<file path="src/hdl/mipo_pkg.sv">
// mipo_pkg: shared types and constants for the mip chain image offset unit
// item structs, configuration register indexes, datapath widths
// no dependencies
`timescale 1ns / 1ps

package mipo_pkg;

    localparam int MAX_LEVELS = 13;
    localparam int MAX_DIM    = 4096;
    localparam int MAX_SLICES = 512;

    localparam int LEVEL_W = 4;
    localparam int FACE_W  = 9;
    localparam int DIM_W   = 13;
    localparam int DEPTH_W = 10;
    localparam int BPT_W   = 5;
    localparam int KIND_W  = 2;
    localparam int PITCH_W = 17;
    localparam int SIZE_W  = 40;
    localparam int FSZ_W   = 30;
    localparam int CFG_IDX_W  = 3;
    localparam int CFG_DATA_W = 13;

    localparam int MUL_A_W = 30;
    localparam int MUL_B_W = 13;
    localparam int PROD_W  = 40;

    localparam logic [PITCH_W-1:0] PITCH_ROUND = PITCH_W'(63);
    localparam logic [DEPTH_W-1:0] CUBE_FACES  = DEPTH_W'(6);
    localparam logic [BPT_W-1:0]   MAX_BPT     = BPT_W'(16);

    localparam logic [KIND_W-1:0] KIND_CUBE = 2'd1;
    localparam logic [KIND_W-1:0] KIND_3D   = 2'd2;

    localparam logic [CFG_IDX_W-1:0] REG_TARGET_KIND     = 3'd0;
    localparam logic [CFG_IDX_W-1:0] REG_BASE_WIDTH      = 3'd1;
    localparam logic [CFG_IDX_W-1:0] REG_BASE_HEIGHT     = 3'd2;
    localparam logic [CFG_IDX_W-1:0] REG_BASE_DEPTH      = 3'd3;
    localparam logic [CFG_IDX_W-1:0] REG_BYTES_PER_TEXEL = 3'd4;
    localparam logic [CFG_IDX_W-1:0] REG_MIP_TOP         = 3'd5;

    typedef struct packed {
        logic [FACE_W-1:0]  face_index;
        logic [LEVEL_W-1:0] level_index;
    } in_item_t;

    typedef struct packed {
        logic               valid_res;
        logic [SIZE_W-1:0]  img_offset;
        logic [PITCH_W-1:0] row_pitch;
        logic [DIM_W-1:0]   level_width;
        logic [DIM_W-1:0]   level_height;
        logic [DEPTH_W-1:0] level_depth;
        logic [SIZE_W-1:0]  tex_bytes;
    } out_item_t;

endpackage

</file>
<file path="src/hdl/mipo_mul.sv">
// mipo_mul: shared multiplier with registered product
// depends on mipo_pkg for operand and product widths
`timescale 1ns / 1ps

module mipo_mul (
    input  logic                        clk,
    input  logic                        en,
    input  logic [mipo_pkg::MUL_A_W-1:0] a,
    input  logic [mipo_pkg::MUL_B_W-1:0] b,
    output logic [mipo_pkg::PROD_W-1:0]  prod
);

    logic [mipo_pkg::MUL_A_W+mipo_pkg::MUL_B_W-1:0] full;
    logic [mipo_pkg::PROD_W-1:0]                    prod_reg;

    assign full = a * b;

    always_ff @(posedge clk)
    begin
        if (en)
        begin
            prod_reg <= full[mipo_pkg::PROD_W-1:0];
        end
    end

    assign prod = prod_reg;

endmodule

</file>
<file path="src/hdl/mip_chain_image_offset_unit.sv">
// mip_chain_image_offset_unit: mip chain layout, image offset and total size per query
// depends on mipo_pkg and mipo_mul
//
//  port group   direction  handshake              payload
//  in           in         in_valid / in_ready    in_data   (mipo_pkg::in_item_t)
//  out          out        out_valid / out_ready  out_data  (mipo_pkg::out_item_t)
//  cfg          in         cfg_wen                cfg_index, cfg_data
//
// each item is computed step by step on one shared multiplier, in this order:
// pitch, one pitch * height step per level, face count and face index products
// in_ready is high whenever the sequencer is idle; a finished item waits in the output register
// the final step stalls only while the previous item still sits unread in the output register
// reset clears the configuration to its defaults and empties the output register
`timescale 1ns / 1ps

module mip_chain_image_offset_unit (
    input  logic                                 clk,
    input  logic                                 rst_n,
    input  logic                                 in_valid,
    output logic                                 in_ready,
    input  mipo_pkg::in_item_t                   in_data,
    output logic                                 out_valid,
    input  logic                                 out_ready,
    output mipo_pkg::out_item_t                  out_data,
    input  logic                                 cfg_wen,
    input  logic [mipo_pkg::CFG_IDX_W-1:0]       cfg_index,
    input  logic [mipo_pkg::CFG_DATA_W-1:0]      cfg_data
);

    typedef enum logic [7:0] {
        S_IDLE  = 8'b0000_0001,
        S_PITCH = 8'b0000_0010,
        S_ALIGN = 8'b0000_0100,
        S_LEVEL = 8'b0000_1000,
        S_FLUSH = 8'b0001_0000,
        S_TOTAL = 8'b0010_0000,
        S_OFFS  = 8'b0100_0000,
        S_ADD   = 8'b1000_0000
    } state_t;

    state_t state_reg, state_next;

    // configuration
    logic [mipo_pkg::KIND_W-1:0]  kind_cfg_reg;
    logic [mipo_pkg::DIM_W-1:0]   width_cfg_reg;
    logic [mipo_pkg::DIM_W-1:0]   height_cfg_reg;
    logic [mipo_pkg::DEPTH_W-1:0] depth_cfg_reg;
    logic [mipo_pkg::BPT_W-1:0]   bpt_cfg_reg;
    logic [mipo_pkg::LEVEL_W-1:0] last_cfg_reg;

    // clamped configuration
    logic [mipo_pkg::DIM_W-1:0]   w_clamp, h_clamp;
    logic [mipo_pkg::DEPTH_W-1:0] d_clamp, faces_sel;
    logic [mipo_pkg::BPT_W-1:0]   bpt_clamp;
    logic [mipo_pkg::LEVEL_W-1:0] last_clamp;

    // working registers
    logic [mipo_pkg::FACE_W-1:0]  face_reg;
    logic [mipo_pkg::LEVEL_W-1:0] level_reg;
    logic [mipo_pkg::LEVEL_W-1:0] last_reg;
    logic [mipo_pkg::LEVEL_W-1:0] cnt_reg;
    logic [mipo_pkg::DEPTH_W-1:0] faces_reg;
    logic [mipo_pkg::BPT_W-1:0]   bpt_reg;
    logic [mipo_pkg::DIM_W-1:0]   w_reg, h_reg;
    logic [mipo_pkg::DEPTH_W-1:0] d_reg;
    logic [mipo_pkg::DIM_W-1:0]   lw_reg, lh_reg;
    logic [mipo_pkg::DEPTH_W-1:0] ld_reg;
    logic [mipo_pkg::PITCH_W-1:0] pitch_reg;
    logic [mipo_pkg::FSZ_W-1:0]   face_size_reg;
    logic [mipo_pkg::FSZ_W-1:0]   level_off_reg;
    logic [mipo_pkg::SIZE_W-1:0]  total_reg;
    logic                         pend_reg;
    logic [mipo_pkg::FSZ_W-1:0]   sum_now;

    logic                         out_valid_reg, out_valid_next;
    mipo_pkg::out_item_t          out_reg;
    mipo_pkg::out_item_t          result;
    logic                         hit;
    logic                         out_free;

    // shared multiplier
    logic                          mul_en;
    logic [mipo_pkg::MUL_A_W-1:0]  mul_a;
    logic [mipo_pkg::MUL_B_W-1:0]  mul_b;
    logic [mipo_pkg::PROD_W-1:0]   prod;

    mipo_mul u_mul (
        .clk  (clk),
        .en   (mul_en),
        .a    (mul_a),
        .b    (mul_b),
        .prod (prod)
    );

    always_ff @(posedge clk or negedge rst_n)
    begin
        if (!rst_n)
        begin
            kind_cfg_reg   <= '0;
            width_cfg_reg  <= mipo_pkg::DIM_W'(1);
            height_cfg_reg <= mipo_pkg::DIM_W'(1);
            depth_cfg_reg  <= mipo_pkg::DEPTH_W'(1);
            bpt_cfg_reg    <= mipo_pkg::BPT_W'(4);
            last_cfg_reg   <= '0;
        end
        else if (cfg_wen)
        begin
            case (cfg_index)
                mipo_pkg::REG_TARGET_KIND:     kind_cfg_reg   <= cfg_data[mipo_pkg::KIND_W-1:0];
                mipo_pkg::REG_BASE_WIDTH:      width_cfg_reg  <= cfg_data[mipo_pkg::DIM_W-1:0];
                mipo_pkg::REG_BASE_HEIGHT:     height_cfg_reg <= cfg_data[mipo_pkg::DIM_W-1:0];
                mipo_pkg::REG_BASE_DEPTH:      depth_cfg_reg  <= cfg_data[mipo_pkg::DEPTH_W-1:0];
                mipo_pkg::REG_BYTES_PER_TEXEL: bpt_cfg_reg    <= cfg_data[mipo_pkg::BPT_W-1:0];
                mipo_pkg::REG_MIP_TOP:         last_cfg_reg   <= cfg_data[mipo_pkg::LEVEL_W-1:0];
                default: ;
            endcase
        end
    end

    always_comb
    begin
        if (width_cfg_reg == '0)
            w_clamp = mipo_pkg::DIM_W'(1);
        else if (width_cfg_reg > mipo_pkg::DIM_W'(mipo_pkg::MAX_DIM))
            w_clamp = mipo_pkg::DIM_W'(mipo_pkg::MAX_DIM);
        else
            w_clamp = width_cfg_reg;

        if (height_cfg_reg == '0)
            h_clamp = mipo_pkg::DIM_W'(1);
        else if (height_cfg_reg > mipo_pkg::DIM_W'(mipo_pkg::MAX_DIM))
            h_clamp = mipo_pkg::DIM_W'(mipo_pkg::MAX_DIM);
        else
            h_clamp = height_cfg_reg;

        if (depth_cfg_reg == '0)
            d_clamp = mipo_pkg::DEPTH_W'(1);
        else if (depth_cfg_reg > mipo_pkg::DEPTH_W'(mipo_pkg::MAX_SLICES))
            d_clamp = mipo_pkg::DEPTH_W'(mipo_pkg::MAX_SLICES);
        else
            d_clamp = depth_cfg_reg;

        if (bpt_cfg_reg == '0)
            bpt_clamp = mipo_pkg::BPT_W'(1);
        else if (bpt_cfg_reg > mipo_pkg::MAX_BPT)
            bpt_clamp = mipo_pkg::MAX_BPT;
        else
            bpt_clamp = bpt_cfg_reg;

        if (last_cfg_reg > mipo_pkg::LEVEL_W'(mipo_pkg::MAX_LEVELS - 1))
            last_clamp = mipo_pkg::LEVEL_W'(mipo_pkg::MAX_LEVELS - 1);
        else
            last_clamp = last_cfg_reg;

        case (kind_cfg_reg)
            mipo_pkg::KIND_CUBE: faces_sel = mipo_pkg::CUBE_FACES;
            mipo_pkg::KIND_3D:   faces_sel = d_clamp;
            default:             faces_sel = mipo_pkg::DEPTH_W'(1);
        endcase
    end

    always_comb
    begin
        mul_en = 1'b0;
        mul_a  = '0;
        mul_b  = '0;
        case (state_reg)
            S_PITCH:
            begin
                mul_en = 1'b1;
                mul_a  = mipo_pkg::MUL_A_W'(w_reg);
                mul_b  = mipo_pkg::MUL_B_W'(bpt_reg);
            end
            S_LEVEL:
            begin
                mul_en = 1'b1;
                mul_a  = mipo_pkg::MUL_A_W'(pitch_reg);
                mul_b  = h_reg;
            end
            S_TOTAL:
            begin
                mul_en = 1'b1;
                mul_a  = face_size_reg;
                mul_b  = mipo_pkg::MUL_B_W'(faces_reg);
            end
            S_OFFS:
            begin
                mul_en = 1'b1;
                mul_a  = face_size_reg;
                mul_b  = mipo_pkg::MUL_B_W'(face_reg);
            end
            default: ;
        endcase
    end

    // running face size with the product still in flight
    assign sum_now = face_size_reg + (pend_reg ? prod[mipo_pkg::FSZ_W-1:0] : '0);

    assign out_free = !out_valid_reg || out_ready;
    assign in_ready = (state_reg == S_IDLE);

    always_comb
    begin
        state_next = state_reg;
        case (state_reg)
            S_IDLE:  if (in_valid) state_next = S_PITCH;
            S_PITCH: state_next = S_ALIGN;
            S_ALIGN: state_next = S_LEVEL;
            S_LEVEL: if (cnt_reg == last_reg) state_next = S_FLUSH;
            S_FLUSH: state_next = S_TOTAL;
            S_TOTAL: state_next = S_OFFS;
            S_OFFS:  state_next = S_ADD;
            S_ADD:   if (out_free) state_next = S_IDLE;
            default: state_next = S_IDLE;
        endcase
    end

    assign hit = ({1'b0, face_reg} < faces_reg) && (level_reg <= last_reg);

    always_comb
    begin
        result = '0;
        if (hit)
        begin
            result.valid_res    = 1'b1;
            result.img_offset   = prod + mipo_pkg::SIZE_W'(level_off_reg);
            result.row_pitch    = pitch_reg;
            result.level_width  = lw_reg;
            result.level_height = lh_reg;
            result.level_depth  = ld_reg;
            result.tex_bytes    = total_reg;
        end
    end

    always_comb
    begin
        out_valid_next = out_valid_reg;
        if (out_ready)
            out_valid_next = 1'b0;
        if (state_reg == S_ADD && out_free)
            out_valid_next = 1'b1;
    end

    always_ff @(posedge clk or negedge rst_n)
    begin
        if (!rst_n)
        begin
            state_reg     <= S_IDLE;
            out_valid_reg <= 1'b0;
            pend_reg      <= 1'b0;
            cnt_reg       <= '0;
        end
        else
        begin
            state_reg     <= state_next;
            out_valid_reg <= out_valid_next;
            case (state_reg)
                S_IDLE:
                begin
                    pend_reg <= 1'b0;
                    cnt_reg  <= '0;
                end
                S_LEVEL:
                begin
                    pend_reg <= 1'b1;
                    if (cnt_reg != last_reg)
                        cnt_reg <= cnt_reg + 1'b1;
                end
                S_FLUSH: pend_reg <= 1'b0;
                default: ;
            endcase
        end
    end

    always_ff @(posedge clk)
    begin
        case (state_reg)
            S_IDLE:
            begin
                if (in_valid)
                begin
                    face_reg      <= in_data.face_index;
                    level_reg     <= in_data.level_index;
                    last_reg      <= last_clamp;
                    faces_reg     <= faces_sel;
                    bpt_reg       <= bpt_clamp;
                    w_reg         <= w_clamp;
                    h_reg         <= h_clamp;
                    d_reg         <= d_clamp;
                    face_size_reg <= '0;
                    level_off_reg <= '0;
                    lw_reg        <= '0;
                    lh_reg        <= '0;
                    ld_reg        <= '0;
                end
            end
            S_ALIGN:
            begin
                pitch_reg <= (prod[mipo_pkg::PITCH_W-1:0] + mipo_pkg::PITCH_ROUND)
                             & ~mipo_pkg::PITCH_ROUND;
            end
            S_LEVEL:
            begin
                if (cnt_reg == level_reg)
                begin
                    level_off_reg <= sum_now;
                    lw_reg        <= w_reg;
                    lh_reg        <= h_reg;
                    ld_reg        <= d_reg;
                end
                face_size_reg <= sum_now;
                w_reg <= (w_reg[mipo_pkg::DIM_W-1:1] == '0) ? mipo_pkg::DIM_W'(1)
                                                            : (w_reg >> 1);
                h_reg <= (h_reg[mipo_pkg::DIM_W-1:1] == '0) ? mipo_pkg::DIM_W'(1)
                                                            : (h_reg >> 1);
                d_reg <= (d_reg[mipo_pkg::DEPTH_W-1:1] == '0) ? mipo_pkg::DEPTH_W'(1)
                                                              : (d_reg >> 1);
            end
            S_FLUSH: face_size_reg <= sum_now;
            S_OFFS:  total_reg     <= prod;
            S_ADD:
            begin
                if (out_free)
                    out_reg <= result;
            end
            default: ;
        endcase
    end

    assign out_valid = out_valid_reg;
    assign out_data  = out_reg;

endmodule
</file>
<file path="config.mk">
export PLATFORM = sky130hd
export DESIGN_NAME = mip_chain_image_offset_unit
export DESIGN_NICKNAME = d
export VERILOG_FILES = /design/src/hdl/mipo_pkg.sv /design/src/hdl/mipo_mul.sv /design/src/hdl/mip_chain_image_offset_unit.sv
export SDC_FILE = /design/constraint.sdc
export NUM_CORES = 2
export LEC_CHECK = 0
export BUFFER_PORTS_ARGS = -buffer_cell sky130_fd_sc_hd__buf_2
export CORE_ASPECT_RATIO = 0.8
export CORE_MARGIN = 2
export CORE_UTILIZATION = 61
export DETAILED_ROUTE_END_ITERATION = 16
export GPL_TIMING_DRIVEN = 0
export PLACE_DENSITY = 0.8
export SLEW_MARGIN = 0
export SYNTH_ARGS = -nofsm -noshare
export SYNTH_HDL_FRONTEND = slang
export SYNTH_SLANG_ARGS = --single-unit
</file>
<file path="constraint.sdc">
create_clock -name clk -period 10 [get_ports clk]
set_clock_uncertainty 0.05 [all_clocks]
set_input_delay 1.5 -clock clk [delete_from_list [all_inputs] [get_ports clk]]
set_output_delay 1.5 -clock clk [all_outputs]
set_load 0.01 [all_outputs]
</file>
==> summary.md <==
| Metric | Value |
|---|---|
| Outcome | finished clean |
| Share of synthesized registers carrying an async set or reset | 13.74% |
| Die X | 257.1 um |
| Power per unit of standard cell area | between 150 and 200 nW/um^2 |
| Number of cells on the worst hold path | 1 |
| Power, Total | 6.677 mW |
| Post-route insts no fill | 3823 |
| GRT Total Usage | 31.64% |
| Effective utilization at floorplan | about three fifths |
| Part of the cycle the worst path needs | approximately 95% |
| Global-route wire length before repair | around 130000 um |
| Drt drc | 0 |
| Final max-slew violation count | 0 |
| Antenna violations before repair | 1 |
| Maximum number of pins on one net before global-route repair | between 60 and 70 |
| Commonest non-fill, non-tap cells in the layout | sky130_fd_sc_hd__edfxtp_1 (383), sky130_fd_sc_hd__inv_1 (377), sky130_fd_sc_hd__fa_1 (308) |
| Number of instances in the synthesized netlist | between 2000 and 3000 |
| Via count of the first global-routing pass | approximately 23000 |
| Beginning of the critical path | state_reg[2]$_DFFE_PN0P_ |
| Via Count | about 22000 |
| Via count normalized by instance count | 5.853 |
| Ys Warns | 0 |
| Final setup viols | 0 |
| Leading post-synthesis cells by cell area | sky130_fd_sc_hd__edfxtp_1 (37%), sky130_fd_sc_hd__fa_1 (20%), sky130_fd_sc_hd__ha_1 (6.0%), sky130_fd_sc_hd__inv_1 (4.5%), sky130_fd_sc_hd__dfrtp_1 (4.5%) |
| CP Capture Point | u_mul.prod[37]$_DFFE_PN_ |
| Cell count of the worst reg-to-reg path | 26 |
| Critical Path Source Type | flip-flop |
| Switching power as a share of total power | 36.78% |
| Pre-CTS setup slack | roughly 850 ps |
| Clock edge transition at the registers on the reported setup and hold paths | ~60 ps |
| Max transition margin | roughly a fifth |
| Sequential share of power | 43.1% |
| Worst Hold Class | reg -> reg |
| Setup slack of the most critical reg-to-reg path | between 500 and 600 ps |
| Most frequently used flop master after synthesis | sky130_fd_sc_hd__edfxtp_1 |
| Final critical path time including I/O delays and setup | about 9500 ps |
| Remaining global-route overflow | 0 |
| Final Hold Viols | 0 |
| Final design instance area without fill | around 35000 um^2 |
| Die ar. | ~53000 um^2 |
| Worst IR Drop VDD | approximately 0.14 mV |
| Switching power summed over all nets | 2.456 mW |
| Comb pwr share | 33.5% |
| Post-synthesis area per instance | roughly 11 um^2 |
| Placed cell area | 33430 um^2 |
| Number of max-cap violations | 0 |
| Floorplan Core Area | around 51000 um^2 |
| Reg-to-reg endpoint | u_mul.prod[37]$_DFFE_PN_ |
| Part of the power in the clock network | a little under a quarter |
| Worst-Skew Late Latency | around 570 ps |
| Dpl hpwl | about 64000 um |
| Overall routed net length | just over 80000 um |
| Share of cells above drive strength 1 | a little over a tenth |
| Drt wl/cell | approximately 21 um |
| Unrepaired setup endpoints after global routing | false |
| TritonCTS Sinks | around 440 |
| Depth of the CTS H-tree | 2 |
| Post-synthesis cell type count | approximately 80 |
| # nets final | 3600 |
| EDFF count, synth | 383 |
| Worst EP arrival | approximately 9700 ps |
| Post-cts repair resize count | 0 |
| Type of destination of the critical path | flip-flop |
| Internal power summed over all cells | roughly 4.2 mW |
| Fraction of post-synthesis cell area in the top cell type by area | around 37% |
| Growth of design area from synthesis to finish | 11.17% |
| Worst-case clock buffer depth | 3 |
| Max reg flops | between 100 and 150 |
| Final Wtd Congestion | approximately 0.98 |
| Pleak | around 15 nW |
| Std cell rows | 74 |
| Worst Hold Margin | 462.5 ps |
| CTS root buf | sky130_fd_sc_hd__clkbuf_16 |
| Start of the worst register-to-register path | state_reg[2]$_DFFE_PN0P_ |
| Worst-Margin Slew | roughly 1200 ps |
| # port buffers | between 150 and 200 |
| Total setup buffers inserted after CTS | 0 |
| Die boundary height | 206.5 um |
| Hold buffers post-CTS | 0 |
| Achievable frequency | around 110 MHz |
| Sequential area share after synthesis | 41.68% |
| First-pass detailed-route iteration total | 6 |
| Antenna cells | 0 |
| Top fanout value on the critical path | 10 |
| Cts bufs inserted | 43 |
| Clock tree from TritonCTS | done |
| Netlist Area Pre-Place | between 30000 and 40000 um^2 |
| Worst Slack Setup Final | between 500 and 600 ps |
| Total placed cells including tap cells | between 3000 and 4000 |
| Required @ worst endpoint | roughly 10000 ps |
| Leading cell type in the layout, fill and taps excluded | sky130_fd_sc_hd__edfxtp_1 |
| Post-synth top area cell | sky130_fd_sc_hd__edfxtp_1 |
| Setup CP Type | reg -> reg |
| Number of nets still failing antenna checks after routing | 0 |
| Count of state elements after synthesis | 444 |
| First DRT Iteration DRCs | 2576 |
| Ports | 170 |
## worst min-delay path by stage
| stage | from | end | slack, ps |
|---|---|---|---|
| finish | last_cfg_reg[0]$_DFFE_PN0P_ | last_cfg_reg[0]$_DFFE_PN0P_ | 460 |
| global route | last_cfg_reg[0]$_DFFE_PN0P_ | last_cfg_reg[0]$_DFFE_PN0P_ | 470 |
| CTS | lw_reg[12]$_SDFFCE_PN0P_ | out_data[75]$_SDFFCE_PN0P_ | 450 |
| detailed placement | u_mul.prod[35]$_DFFE_PN_ | total_reg[35]$_DFFE_PN_ | 440 |
| global placement | last_cfg_reg[0]$_DFFE_PN0P_ | last_cfg_reg[0]$_DFFE_PN0P_ | 430 |
| floorplan | u_mul.prod[17]$_DFFE_PN_ | total_reg[17]$_DFFE_PN_ | 400 |
## kinds of logic after synthesis
logic type	synth area share (%)
AO/OA/AOI/OAI	8.010
XOR/XNOR	2.913
adder cells (fa/ha/maj)	25.78
buffers and inverters	5.961
flip-flops	41.68
multiplexers	1.512
other	0.02401
AND/OR/NAND/NOR	14.12
## layout make-up
type	count	area (um^2)
tap	684	855.8
multi-input combinational	1959	16650
clock buffer	55	1141
fill	3698	16070
buffer	108	450.4
timing repair buffer	175	1031
clock inverter	21	186.4
sequential	444	13030
inverter	377	1415
## synthesized netlist by cell type (10+ instances only)
cell type                    n
sky130_fd_sc_hd__a21o_1     57
sky130_fd_sc_hd__a21oi_1    95
sky130_fd_sc_hd__a22o_1     13
sky130_fd_sc_hd__a22oi_1    18
sky130_fd_sc_hd__and2_1    195
sky130_fd_sc_hd__and3_1     11
sky130_fd_sc_hd__buf_2      14
sky130_fd_sc_hd__clkbuf_1   86
sky130_fd_sc_hd__dfrtp_1    56
sky130_fd_sc_hd__edfxtp_1  383
sky130_fd_sc_hd__fa_1      308
sky130_fd_sc_hd__ha_1      150
sky130_fd_sc_hd__inv_1     377
sky130_fd_sc_hd__mux2_2     42
sky130_fd_sc_hd__nand2_1   308
sky130_fd_sc_hd__nand2b_1   19
sky130_fd_sc_hd__nand3_1    45
sky130_fd_sc_hd__nand4_1    13
sky130_fd_sc_hd__nor2_1    250
sky130_fd_sc_hd__nor2b_1    18
sky130_fd_sc_hd__nor3_1     19
sky130_fd_sc_hd__nor3b_1    11
sky130_fd_sc_hd__nor4_1     18
sky130_fd_sc_hd__o21ai_0    57
sky130_fd_sc_hd__o21ai_1    10
sky130_fd_sc_hd__o21bai_1   16
sky130_fd_sc_hd__xnor2_1    56
sky130_fd_sc_hd__xor2_1     48
## stage by stage
step	TNS [ps]	utilization [%]
2_1_floorplan	0	-
3_3_place_gp	-95480	65.22
3_5_place_dp	0	65.78
4_1_cts	0	68.39
5_1_grt	0	68.39
6_report	0	68.39
## per-layer routing
layer | track usage [%] | share of wire [%] | vias up
met2 | 48.13 | 44 | 1259
met1 | 45.47 | 41 | 11076
li1 | - | - | 9885
met4 | 10.44 | 3.4 | 0
met3 | 7.260 | 12 | 156
met5 | 0 | 0 | -
## power by group through the flow
stage	clock network (mW)	logic, mW	registers (mW)
after floorplan	0	1.51	2.75
after global placement	0	2.03	2.92
after detailed placement	0	2.17	2.89
after CTS	1.58	2.20	2.86
after global routing	1.65	2.46	2.90
final	1.57	2.24	2.88
## critical path, cell delays in order (launching register included)
cell	delay (ps)
sky130_fd_sc_hd__dfrtp_1	410
sky130_fd_sc_hd__nor4_1	500
sky130_fd_sc_hd__nand2_1	150
sky130_fd_sc_hd__nor3b_1	830
sky130_fd_sc_hd__clkbuf_1	680
sky130_fd_sc_hd__a221o_1	450
sky130_fd_sc_hd__clkbuf_1	700
sky130_fd_sc_hd__nand2_1	170
sky130_fd_sc_hd__fa_1	580
sky130_fd_sc_hd__inv_1	50
sky130_fd_sc_hd__fa_1	470
sky130_fd_sc_hd__fa_1	500
sky130_fd_sc_hd__fa_1	550
sky130_fd_sc_hd__inv_1	50
sky130_fd_sc_hd__fa_1	540
sky130_fd_sc_hd__inv_1	80
sky130_fd_sc_hd__ha_1	270
sky130_fd_sc_hd__clkbuf_1	280
sky130_fd_sc_hd__nand3_1	160
sky130_fd_sc_hd__nor3_1	200
sky130_fd_sc_hd__nand2_1	110
sky130_fd_sc_hd__a31oi_1	480
sky130_fd_sc_hd__a221oi_2	210
sky130_fd_sc_hd__o31a_1	360
sky130_fd_sc_hd__o21bai_1	160
sky130_fd_sc_hd__a21oi_1	100
sky130_fd_sc_hd__xnor2_1	130
(Power assumes the default switching activity.)
